$ cat config.mk
export PLATFORM = sky130hd
export DESIGN_NAME = balloon_pressure_force_top
export DESIGN_NICKNAME = d
export VERILOG_FILES = /design/src/hw/rtl/bpf_pkg.sv /design/src/hw/rtl/bpf_csr.sv /design/src/hw/rtl/bpf_pressure.sv /design/src/hw/rtl/bpf_force.sv /design/src/hw/rtl/balloon_pressure_force_top.sv
export SDC_FILE = /design/constraint.sdc
export NUM_CORES = 2
export LEC_CHECK = 0
export ABC_AREA = 1
export ABC_CLOCK_PERIOD_IN_PS = 19300
export BUFFER_PORTS_ARGS = -buffer_cell sky130_fd_sc_hd__buf_2
export CAP_MARGIN = 10
export CORE_UTILIZATION = 35
export CTS_BUF_LIST = sky130_fd_sc_hd__clkbuf_2
export CTS_CLUSTER_SIZE = 30
export DETAILED_ROUTE_END_ITERATION = 8
export SLEW_MARGIN = 5
export SYNTH_ARGS = -nofsm -noshare
export SYNTH_HDL_FRONTEND = slang
export SYNTH_HIERARCHICAL = 1
export SYNTH_SLANG_ARGS = --single-unit
$ cat constraint.sdc
create_clock -name clock -period 19.3 [get_ports clock]
set_clock_uncertainty 0.1 [all_clocks]
set_input_delay 3.86 -clock clock [delete_from_list [all_inputs] [get_ports clock]]
set_output_delay 3.86 -clock clock [all_outputs]
set_load 0.01 [all_outputs]
$ cat src/hw/rtl/bpf_pkg.sv
// Package with the shared widths, codes and payload types of the balloon pressure force block.
`default_nettype none
package bpf_pkg;

   localparam int INTENSITY_BITS = 16;
   localparam int FRAC_BITS      = 14;
   localparam int NORMAL_BITS    = 16;
   localparam int OUT_BITS       = 16;
   localparam int SIGMA_BITS     = 15;
   localparam int RECIP_BITS     = 24;
   localparam int RECIP_FRAC     = 22;
   localparam int MODE_BITS      = 2;

   localparam int CSR_DATA_BITS  = 32;
   localparam int CSR_ADDR_BITS  = 4;
   localparam int CSR_INDEX_BITS = 2;

   localparam int D4_BITS  = INTENSITY_BITS + 3;
   localparam int CMP_BITS = ((D4_BITS > SIGMA_BITS + 4) ? D4_BITS : SIGMA_BITS + 4) + 2;
   localparam int MAG_BITS = SIGMA_BITS + 3;
   localparam int PROD_BITS = MAG_BITS + RECIP_BITS;
   localparam int P_BITS   = FRAC_BITS + 2;
   localparam int FP_BITS  = P_BITS + NORMAL_BITS;

   localparam logic [MODE_BITS-1:0] SHAPE_RECT = 2'd0;
   localparam logic [MODE_BITS-1:0] SHAPE_TRI  = 2'd1;
   localparam logic [MODE_BITS-1:0] SHAPE_TRAP = 2'd2;

   localparam logic [CSR_INDEX_BITS-1:0] REG_MODE  = 2'd0;
   localparam logic [CSR_INDEX_BITS-1:0] REG_MEAN  = 2'd1;
   localparam logic [CSR_INDEX_BITS-1:0] REG_SIGMA = 2'd2;
   localparam logic [CSR_INDEX_BITS-1:0] REG_RECIP = 2'd3;

   localparam logic [MODE_BITS-1:0]       MODE_RESET  = SHAPE_TRI;
   localparam logic [INTENSITY_BITS-1:0]  MEAN_RESET  = '0;
   localparam logic [SIGMA_BITS-1:0]      SIGMA_RESET = SIGMA_BITS'(1);
   localparam logic [RECIP_BITS-1:0]      RECIP_RESET = RECIP_BITS'(5592405);

   typedef struct packed {
      logic [MODE_BITS-1:0]             mode;
      logic signed [INTENSITY_BITS-1:0] mean;
      logic [SIGMA_BITS-1:0]            sigma;
      logic [RECIP_BITS-1:0]            recip;
   } cfg_type;

   typedef struct packed {
      logic signed [INTENSITY_BITS-1:0] intensity;
      logic signed [NORMAL_BITS-1:0]    normal_x;
      logic signed [NORMAL_BITS-1:0]    normal_y;
      logic signed [NORMAL_BITS-1:0]    normal_z;
   } req_type;

   typedef struct packed {
      logic signed [P_BITS-1:0]      pressure;
      logic signed [NORMAL_BITS-1:0] normal_x;
      logic signed [NORMAL_BITS-1:0] normal_y;
      logic signed [NORMAL_BITS-1:0] normal_z;
   } mid_type;

   typedef struct packed {
      logic signed [OUT_BITS-1:0] pressure;
      logic signed [OUT_BITS-1:0] force_x;
      logic signed [OUT_BITS-1:0] force_y;
      logic signed [OUT_BITS-1:0] force_z;
   } rsp_type;

endpackage
`default_nettype wire

$ cat src/hw/rtl/bpf_csr.sv
// Configuration registers of the balloon pressure force block behind an APB-style port.
`default_nettype none
module bpf_csr (
   input  wire logic                              clock,
   input  wire logic                              reset,
   input  wire logic                              psel,
   input  wire logic                              penable,
   input  wire logic                              pwrite,
   input  wire logic [bpf_pkg::CSR_ADDR_BITS-1:0] paddr,
   input  wire logic [bpf_pkg::CSR_DATA_BITS-1:0] pwdata,
   output logic      [bpf_pkg::CSR_DATA_BITS-1:0] prdata,
   output logic                                   pready,
   output bpf_pkg::cfg_type                       cfg
);

   bpf_pkg::cfg_type cfg_ff;
   bpf_pkg::cfg_type cfg_in;
   logic [bpf_pkg::CSR_INDEX_BITS-1:0] index;
   logic write_en;

   assign index    = paddr[bpf_pkg::CSR_ADDR_BITS-1:2];
   assign write_en = psel && penable && pwrite;
   assign pready   = 1'b1;
   assign cfg      = cfg_ff;

   always_comb begin
      cfg_in = cfg_ff;
      if (write_en) begin
         case (index)
            bpf_pkg::REG_MODE:  cfg_in.mode  = pwdata[bpf_pkg::MODE_BITS-1:0];
            bpf_pkg::REG_MEAN:  cfg_in.mean  = pwdata[bpf_pkg::INTENSITY_BITS-1:0];
            bpf_pkg::REG_SIGMA: cfg_in.sigma = pwdata[bpf_pkg::SIGMA_BITS-1:0];
            bpf_pkg::REG_RECIP: cfg_in.recip = pwdata[bpf_pkg::RECIP_BITS-1:0];
            default: cfg_in = cfg_ff;
         endcase
      end
   end

   always_comb begin
      case (index)
         bpf_pkg::REG_MODE:  prdata = bpf_pkg::CSR_DATA_BITS'(cfg_ff.mode);
         bpf_pkg::REG_MEAN:  prdata = bpf_pkg::CSR_DATA_BITS'(unsigned'(cfg_ff.mean));
         bpf_pkg::REG_SIGMA: prdata = bpf_pkg::CSR_DATA_BITS'(cfg_ff.sigma);
         bpf_pkg::REG_RECIP: prdata = bpf_pkg::CSR_DATA_BITS'(cfg_ff.recip);
         default: prdata = '0;
      endcase
   end

   always_ff @(posedge clock) begin
      if (reset) begin
         cfg_ff.mode  <= bpf_pkg::MODE_RESET;
         cfg_ff.mean  <= bpf_pkg::MEAN_RESET;
         cfg_ff.sigma <= bpf_pkg::SIGMA_RESET;
         cfg_ff.recip <= bpf_pkg::RECIP_RESET;
      end else begin
         cfg_ff <= cfg_in;
      end
   end

endmodule
`default_nettype wire

$ cat src/hw/rtl/bpf_pressure.sv
// Three-stage pipeline that turns an intensity sample into the pressure scalar.
`default_nettype none
module bpf_pressure (
   input  wire logic             clock,
   input  wire logic             reset,
   input  wire bpf_pkg::cfg_type cfg,
   input  wire logic             in_valid,
   output logic                  in_stall,
   input  wire bpf_pkg::req_type in_data,
   output logic                  out_valid,
   input  wire logic             out_stall,
   output bpf_pkg::mid_type      out_data
);

   localparam int CMP  = bpf_pkg::CMP_BITS;
   localparam int PB   = bpf_pkg::P_BITS;
   localparam int SH_TRI  = bpf_pkg::RECIP_FRAC + 3;
   localparam int SH_TRAP = bpf_pkg::RECIP_FRAC + 2;
   localparam int RND_BITS = bpf_pkg::PROD_BITS + bpf_pkg::FRAC_BITS + 1;
   localparam logic signed [PB-1:0] P_ONE = PB'(1) <<< bpf_pkg::FRAC_BITS;
   localparam logic signed [PB-1:0] P_MINUS_ONE = -P_ONE;
   localparam logic [RND_BITS-1:0] R_ONE     = RND_BITS'(1) << bpf_pkg::FRAC_BITS;
   localparam logic [RND_BITS-1:0] LIM_TRI   = RND_BITS'(1) << SH_TRI;
   localparam logic [RND_BITS-1:0] LIM_TRAP  = RND_BITS'(1) << SH_TRAP;
   localparam logic [RND_BITS-1:0] HALF_TRI  = RND_BITS'(1) << (SH_TRI - 1);
   localparam logic [RND_BITS-1:0] HALF_TRAP = RND_BITS'(1) << (SH_TRAP - 1);

   typedef struct packed {
      logic                             is_ramp;
      logic                             tri_ramp;
      logic                             neg;
      logic [bpf_pkg::MAG_BITS-1:0]     mag;
      logic signed [PB-1:0]             fixed_p;
      logic signed [bpf_pkg::NORMAL_BITS-1:0] nx;
      logic signed [bpf_pkg::NORMAL_BITS-1:0] ny;
      logic signed [bpf_pkg::NORMAL_BITS-1:0] nz;
   } sa_type;

   typedef struct packed {
      logic                             is_ramp;
      logic                             tri_ramp;
      logic                             neg;
      logic [bpf_pkg::PROD_BITS-1:0]    prod;
      logic signed [PB-1:0]             fixed_p;
      logic signed [bpf_pkg::NORMAL_BITS-1:0] nx;
      logic signed [bpf_pkg::NORMAL_BITS-1:0] ny;
      logic signed [bpf_pkg::NORMAL_BITS-1:0] nz;
   } sb_type;

   logic va_ff, vb_ff, vc_ff;
   logic ready_a, ready_b, ready_c;
   sa_type sa_ff, sa_in;
   sb_type sb_ff, sb_in;
   bpf_pkg::mid_type sc_ff, sc_in;

   logic signed [CMP-1:0] x_w, mean_w, s_w, d4, s3, s6, s9, s12, n4, abs_n4;
   logic [RND_BITS-1:0] prod_ext, rnd_tri, rnd_trap, rnd, lim;
   logic [RND_BITS-1:0] mag_r;
   logic signed [PB-1:0] ramp_p;

   assign ready_c  = !vc_ff || !out_stall;
   assign ready_b  = !vb_ff || ready_c;
   assign ready_a  = !va_ff || ready_b;
   assign in_stall = !ready_a;
   assign out_valid = vc_ff;
   assign out_data  = sc_ff;

   always_comb begin
      x_w    = CMP'(in_data.intensity);
      mean_w = CMP'(cfg.mean);
      s_w    = $signed({{(CMP - bpf_pkg::SIGMA_BITS){1'b0}}, cfg.sigma});
      d4     = (x_w - mean_w) <<< 2;
      s3     = (s_w <<< 1) + s_w;
      s6     = s3 <<< 1;
      s9     = s6 + s3;
      s12    = s6 <<< 1;
      n4     = (d4 < 0) ? (d4 + s6) : (s6 - d4);
      sa_in.is_ramp  = 1'b0;
      sa_in.tri_ramp = 1'b0;
      sa_in.fixed_p  = '0;
      case (cfg.mode)
         bpf_pkg::SHAPE_RECT: begin
            sa_in.fixed_p = (d4 < -s6 || d4 > s6) ? P_MINUS_ONE : P_ONE;
         end
         bpf_pkg::SHAPE_TRI: begin
            if (d4 < -s12 || d4 > s12) begin
               sa_in.fixed_p = P_MINUS_ONE;
            end else begin
               sa_in.is_ramp  = 1'b1;
               sa_in.tri_ramp = 1'b1;
            end
         end
         bpf_pkg::SHAPE_TRAP: begin
            if (d4 < -s9 || d4 > s9) begin
               sa_in.fixed_p = P_MINUS_ONE;
            end else if (d4 >= -s3 && d4 < s3) begin
               sa_in.fixed_p = P_ONE;
            end else begin
               sa_in.is_ramp = 1'b1;
            end
         end
         default: sa_in.fixed_p = '0;
      endcase
      sa_in.neg = n4[CMP-1];
      abs_n4    = sa_in.neg ? -n4 : n4;
      sa_in.mag = abs_n4[bpf_pkg::MAG_BITS-1:0];
      sa_in.nx  = in_data.normal_x;
      sa_in.ny  = in_data.normal_y;
      sa_in.nz  = in_data.normal_z;
   end

   always_comb begin
      sb_in.is_ramp  = sa_ff.is_ramp;
      sb_in.tri_ramp = sa_ff.tri_ramp;
      sb_in.neg      = sa_ff.neg;
      sb_in.prod     = bpf_pkg::PROD_BITS'(sa_ff.mag) * bpf_pkg::PROD_BITS'(cfg.recip);
      sb_in.fixed_p  = sa_ff.fixed_p;
      sb_in.nx       = sa_ff.nx;
      sb_in.ny       = sa_ff.ny;
      sb_in.nz       = sa_ff.nz;
   end

   always_comb begin
      prod_ext = RND_BITS'(sb_ff.prod);
      rnd_tri  = ((prod_ext << bpf_pkg::FRAC_BITS) + HALF_TRI) >> SH_TRI;
      rnd_trap = ((prod_ext << bpf_pkg::FRAC_BITS) + HALF_TRAP) >> SH_TRAP;
      rnd      = sb_ff.tri_ramp ? rnd_tri : rnd_trap;
      lim      = sb_ff.tri_ramp ? LIM_TRI : LIM_TRAP;
      if (prod_ext >= lim || rnd > R_ONE) begin
         mag_r = R_ONE;
      end else begin
         mag_r = rnd;
      end
      ramp_p = sb_ff.neg ? -$signed(mag_r[PB-1:0]) : $signed(mag_r[PB-1:0]);
      sc_in.pressure = sb_ff.is_ramp ? ramp_p : sb_ff.fixed_p;
      sc_in.normal_x = sb_ff.nx;
      sc_in.normal_y = sb_ff.ny;
      sc_in.normal_z = sb_ff.nz;
   end

   always_ff @(posedge clock) begin
      if (reset) begin
         va_ff <= 1'b0;
         vb_ff <= 1'b0;
         vc_ff <= 1'b0;
      end else begin
         if (ready_a) begin
            va_ff <= in_valid;
         end
         if (ready_b) begin
            vb_ff <= va_ff;
         end
         if (ready_c) begin
            vc_ff <= vb_ff;
         end
      end
   end

   always_ff @(posedge clock) begin
      if (ready_a && in_valid) begin
         sa_ff <= sa_in;
      end
      if (ready_b && va_ff) begin
         sb_ff <= sb_in;
      end
      if (ready_c && vb_ff) begin
         sc_ff <= sc_in;
      end
   end

endmodule
`default_nettype wire

$ cat src/hw/rtl/bpf_force.sv
// Two-stage pipeline that scales the normal by the pressure and saturates the result.
`default_nettype none
module bpf_force (
   input  wire logic             clock,
   input  wire logic             reset,
   input  wire logic             in_valid,
   output logic                  in_stall,
   input  wire bpf_pkg::mid_type in_data,
   output logic                  out_valid,
   input  wire logic             out_stall,
   output bpf_pkg::rsp_type      out_data
);

   localparam int FB = bpf_pkg::FP_BITS;
   localparam logic [FB-1:0] F_ONE  = FB'(1) << bpf_pkg::FRAC_BITS;
   localparam logic [FB-1:0] F_HALF = FB'(1) << (bpf_pkg::FRAC_BITS - 1);

   typedef struct packed {
      logic signed [bpf_pkg::P_BITS-1:0] pressure;
      logic signed [FB-1:0]              px;
      logic signed [FB-1:0]              py;
      logic signed [FB-1:0]              pz;
   } sd_type;

   function automatic logic [bpf_pkg::OUT_BITS-1:0] round_sat(input logic signed [FB-1:0] prod);
      logic          neg;
      logic [FB-1:0] mag;
      logic [FB-1:0] r;
      logic [FB-1:0] s;
      neg = prod[FB-1];
      mag = neg ? unsigned'(-prod) : unsigned'(prod);
      r   = (mag + F_HALF) >> bpf_pkg::FRAC_BITS;
      if (r > F_ONE) begin
         r = F_ONE;
      end
      s = neg ? -r : r;
      return s[bpf_pkg::OUT_BITS-1:0];
   endfunction

   logic vd_ff, ve_ff;
   logic ready_d, ready_e;
   sd_type sd_ff, sd_in;
   bpf_pkg::rsp_type se_ff, se_in;

   assign ready_e   = !ve_ff || !out_stall;
   assign ready_d   = !vd_ff || ready_e;
   assign in_stall  = !ready_d;
   assign out_valid = ve_ff;
   assign out_data  = se_ff;

   always_comb begin
      sd_in.pressure = in_data.pressure;
      sd_in.px = FB'(in_data.pressure) * FB'(in_data.normal_x);
      sd_in.py = FB'(in_data.pressure) * FB'(in_data.normal_y);
      sd_in.pz = FB'(in_data.pressure) * FB'(in_data.normal_z);
   end

   always_comb begin
      se_in.pressure = bpf_pkg::OUT_BITS'(sd_ff.pressure);
      se_in.force_x  = round_sat(sd_ff.px);
      se_in.force_y  = round_sat(sd_ff.py);
      se_in.force_z  = round_sat(sd_ff.pz);
   end

   always_ff @(posedge clock) begin
      if (reset) begin
         vd_ff <= 1'b0;
         ve_ff <= 1'b0;
      end else begin
         if (ready_d) begin
            vd_ff <= in_valid;
         end
         if (ready_e) begin
            ve_ff <= vd_ff;
         end
      end
   end

   always_ff @(posedge clock) begin
      if (ready_d && in_valid) begin
         sd_ff <= sd_in;
      end
      if (ready_e && vd_ff) begin
         se_ff <= se_in;
      end
   end

endmodule
`default_nettype wire

$ cat src/hw/rtl/balloon_pressure_force_top.sv
// Top level of the balloon pressure force block: registers, pressure pipeline and force pipeline.
//
//   Channel   Ports                    Payload      Direction
//   request   req_valid / req_stall    req_type     in
//   result    rsp_valid / rsp_stall    rsp_type     out
//   config    psel penable pwrite ...  32-bit APB   in
//
// A request enters every cycle while req_stall is low, and results leave one per cycle while
// rsp_stall is low. A request passes five register stages: decode, ramp multiply, ramp rounding,
// normal multiply and force rounding.
// Reset clears all valid bits and loads the register defaults; no clearing pass is needed.
// A stall holds only the stages that are full, so bubbles close up and nothing is lost.
`default_nettype none
module balloon_pressure_force_top (
   input  wire logic                              clock,
   input  wire logic                              reset,
   input  wire logic                              req_valid,
   output logic                                   req_stall,
   input  wire bpf_pkg::req_type                  req_data,
   output logic                                   rsp_valid,
   input  wire logic                              rsp_stall,
   output bpf_pkg::rsp_type                       rsp_data,
   input  wire logic                              psel,
   input  wire logic                              penable,
   input  wire logic                              pwrite,
   input  wire logic [bpf_pkg::CSR_ADDR_BITS-1:0] paddr,
   input  wire logic [bpf_pkg::CSR_DATA_BITS-1:0] pwdata,
   output logic      [bpf_pkg::CSR_DATA_BITS-1:0] prdata,
   output logic                                   pready
);

   bpf_pkg::cfg_type cfg;
   bpf_pkg::mid_type mid_data;
   logic mid_valid;
   logic mid_stall;

   bpf_csr u_csr (
      .clock   (clock),
      .reset   (reset),
      .psel    (psel),
      .penable (penable),
      .pwrite  (pwrite),
      .paddr   (paddr),
      .pwdata  (pwdata),
      .prdata  (prdata),
      .pready  (pready),
      .cfg     (cfg)
   );

   bpf_pressure u_pressure (
      .clock     (clock),
      .reset     (reset),
      .cfg       (cfg),
      .in_valid  (req_valid),
      .in_stall  (req_stall),
      .in_data   (req_data),
      .out_valid (mid_valid),
      .out_stall (mid_stall),
      .out_data  (mid_data)
   );

   bpf_force u_force (
      .clock     (clock),
      .reset     (reset),
      .in_valid  (mid_valid),
      .in_stall  (mid_stall),
      .in_data   (mid_data),
      .out_valid (rsp_valid),
      .out_stall (rsp_stall),
      .out_data  (rsp_data)
   );

endmodule
`default_nettype wire

==> results.md <==
- Status: finished with violations
- Failing checks: DRC
- GR Util All Layers: 18.1%
- Adder-cell area share of the yosys netlist: 40.2%
- Crit Path Category: in -> out
- Critical path launch point type: primary input
- Worst Hold Depth: 0
- Worst-path maximum fanout: 18
- CP dominant cell by count: buf_2
- Simple logic cell fraction of the synthesized area: between 20% and 30%
- Die area: 0.216 mm^2
- Cells after DPL: about 12000
- Reg area: 0.0134 mm^2
- Final wirelength: 190 mm
- Multiplexer area fraction after synthesis: 0%
- Max Cap Viol: 0
- Post-CTS Setup Inserts: 0
- Clock tree root buffer cell: clkbuf_2
- PortBufs: 186
- Worst-case clock buffer depth: 3
- Synth area leaders: fa_1 (30%), edfxtp_1 (16%), inv_1 (12%)
- Syn Std Cell Area: roughly 0.075 mm^2
- Worst endpoint data arrival time: 5450 ps
- Detail Placement HPWL: 151 mm
- I/O pins: 206
- Main combinational cell family by area after synthesis: adder cells
- Critical path endpoint category: output pin
- Clock transition at path regs: 90 ps
- Worst path depth: 7
- Total number of vias: 58800
- Post-synth top cells: inv_1 (2320), nand2_1 (2316), fa_1 (1120)
- Largest stage delay, worst path: 620 ps
- Hold_buf cts: 0
- Final hold vios: 0
- Crit-path leading delay family: simple AND/OR/NAND/NOR gates
- R2r setup slk: 12060 ps
- Final setup viols: 0
- Cell variety after synth: 75
- Yosys reg bits: 466
- Largest net degree at the start of global routing: 69
- Critical-path cell list: buf_2 -> inv_2 -> nor2_1 -> buf_4 -> nand2_1 -> nand3_1 -> buf_2
- Slew @ Worst Pin: around 1200 ps
- DR pass1 iterations: 7
- Hold EP: u_pressure/sb_ff[106]
- Worst Path Required: 15340 ps
- Highest Clock Rate: 106 MHz
- Cell accounting for the most synthesized area: fa_1
- DR vias/cell: approximately 4.8
- Worst Reg2Reg Path Length in Cells: 22
- Core ar.: 0.212 mm^2
- Post-synth EDFFs: 404
- WL/cell: roughly 15 um
- Synth top area share: 30.0%
- Die Height: 464 um
- GR Overflow Total: 0
- Most common cell in the netlist: inv_1
- Initial DRC Count: 3385
- Post-synth ARST share: 0%
- Initial antenna violation count: 6
- Final nets: 11229
- Final cell count without fillers: 12322
- Layout cells sized above 1: 7.42%
- CTS tree: done
- Xor and xnor fraction of the mapped netlist area: 3.34%
- Syn-to-layout area delta: 6.67%
- Die Wd: 464 um
- Post-synthesis cell count: 9312
- Worst path bufs/invs: 4
- Area of the multi-input gates: 0.0512 mm^2
- Row cnt: 169
- CTS sink count: ~470
- TritonCTS buffer count: around 140
- HP Start: u_pressure/sa_ff[82]
- Fillers: 21967
- Post-CTS sizing: 0
- Routed Antenna Nets: 0
- DRC errors left: 20
- Synthesized area per cell: ~8.0 um^2
- Worst slew margin: 17.0%
- Starting Density: 35.2%
- H-tree Lvls: 4
- RePlAce Congestion: slightly below 0.9
- Synth warn: 6
- Worst path slowest cell: nor2_1
- RR Endpoint: u_force/sd_ff[62]
- Crit share post-route: 48.7%
- Compound-Gate Fraction of Synth Area: under 10%
- Top FF cell, synth: edfxtp_1
- Crit Reg-Reg Startpoint: u_pressure/out_data[61]
- Worst-Skew Late Latency: around 1600 ps
- RSZ-0062 raised after global routing: no
- Minimum clock period: 9410 ps
- Pins over their slew limit: 0
- Worst hold path type: reg -> reg
- Vias in the first global route: approximately 62000
- Post-synthesis sequential area ratio: 17.9%
- First-pass GRT wire length: approximately 320 mm
- Fin Setup TNS: 0 ps
-- kinds of logic (layout without fill, tap and decap cells) --
group / count (synthesis) / after routing
and+or+nand+nor: 3564 / 3564
buffers and inverters: 2667 / 2842
adders and majority gates: 1731 / 1731
AOI/OAI and AO/OA: 606 / 606
DFF: 466 / 466
xor gates and xnor gates: 276 / 276
other: 2 / 16
-- placed cells by master, fill, tap and decap left out, types with 76 or more instances in the layout --
master       n
inv_1     2317
nand2_1   2316
fa_1      1120
ha_1       611
nor2_1     519
edfxtp_1   404
nand3_1    358
a21oi_1    267
buf_2      186
clkbuf_2   178
xor2_1     175
o21ai_0    149
xnor2_1     92
nand4_1     87
buf_4       76
-- metal layers --
layer	GRT usage [%]	part of all wire [%]	up-vias
met5	0	0.021	-
met4	6.26	3.1	6
met3	2.58	4.9	290
met2	31.7	49	1510
met1	22.5	43	28889
li1	-	-	28105
-- worst register-to-register path, cell delays in order, from the launching register on --
cell	delay [ps]
edfxtp_1	1020
buf_4	530
inv_1	300
nand2_1	160
fa_1	420
inv_1	90
fa_1	450
fa_1	530
inv_1	60
fa_1	560
inv_1	70
fa_1	530
inv_1	60
fa_1	540
inv_1	50
ha_1	350
inv_1	90
nor3_1	390
nand2_1	180
nor4_1	200
nand2_1	120
o2111ai_1	130
xor2_1	120
-- worst max path at each step --
stage / start / to
2_1_floorplan: rsp_stall / req_stall
3_5_place_dp: rsp_stall / req_stall
4_1_cts: rsp_stall / req_stall
5_1_grt: rsp_stall / req_stall
3_3_place_gp: rsp_stall / req_stall
6_report: paddr[3] / prdata[14]
-- final cells by class --
type | instances | share of cell area, %
timing repair buffer | 262 | 1.88
inverter | 2340 | 11.0
clock inverter | 62 | 0.529
clock buffer | 178 | 1.12
antenna | 7 | 0.0220
sequential | 466 | 16.8
multi-input combinational | 6186 | 64.2
tap | 2821 | 4.42
-- state kept, by name, indices dropped and copies added, names as in the netlist --
signal and count:
u_csr/cfg 57, u_force/out_data 64, u_force/out_valid 1, u_force/sd_ff 112
u_force/vd_ff 1, u_pressure/out_data 64, u_pressure/out_valid 1, u_pressure/prod_ext 41
u_pressure/sa_ff 70, u_pressure/sb_ff 53, u_pressure/va_ff 1, u_pressure/vb_ff 1
-- metrics by stage --
stage | setup WS [ps] | hold slack, ps | area [um^2] | util (%)
6_report | 9890 | 250 | 79800 | 37.6
5_1_grt | 9820 | 269 | 79800 | 37.6
4_1_cts | 9930 | 210 | 79800 | 37.6
3_5_place_dp | 9940 | 305 | 78400 | 36.9
3_3_place_gp | 9940 | 304 | 78400 | 36.9
2_1_floorplan | 10840 | 300 | 74800 | -
Power is not shown: default switching activity piles up to over one toggle a cycle in this logic, so the estimate is an artifact.
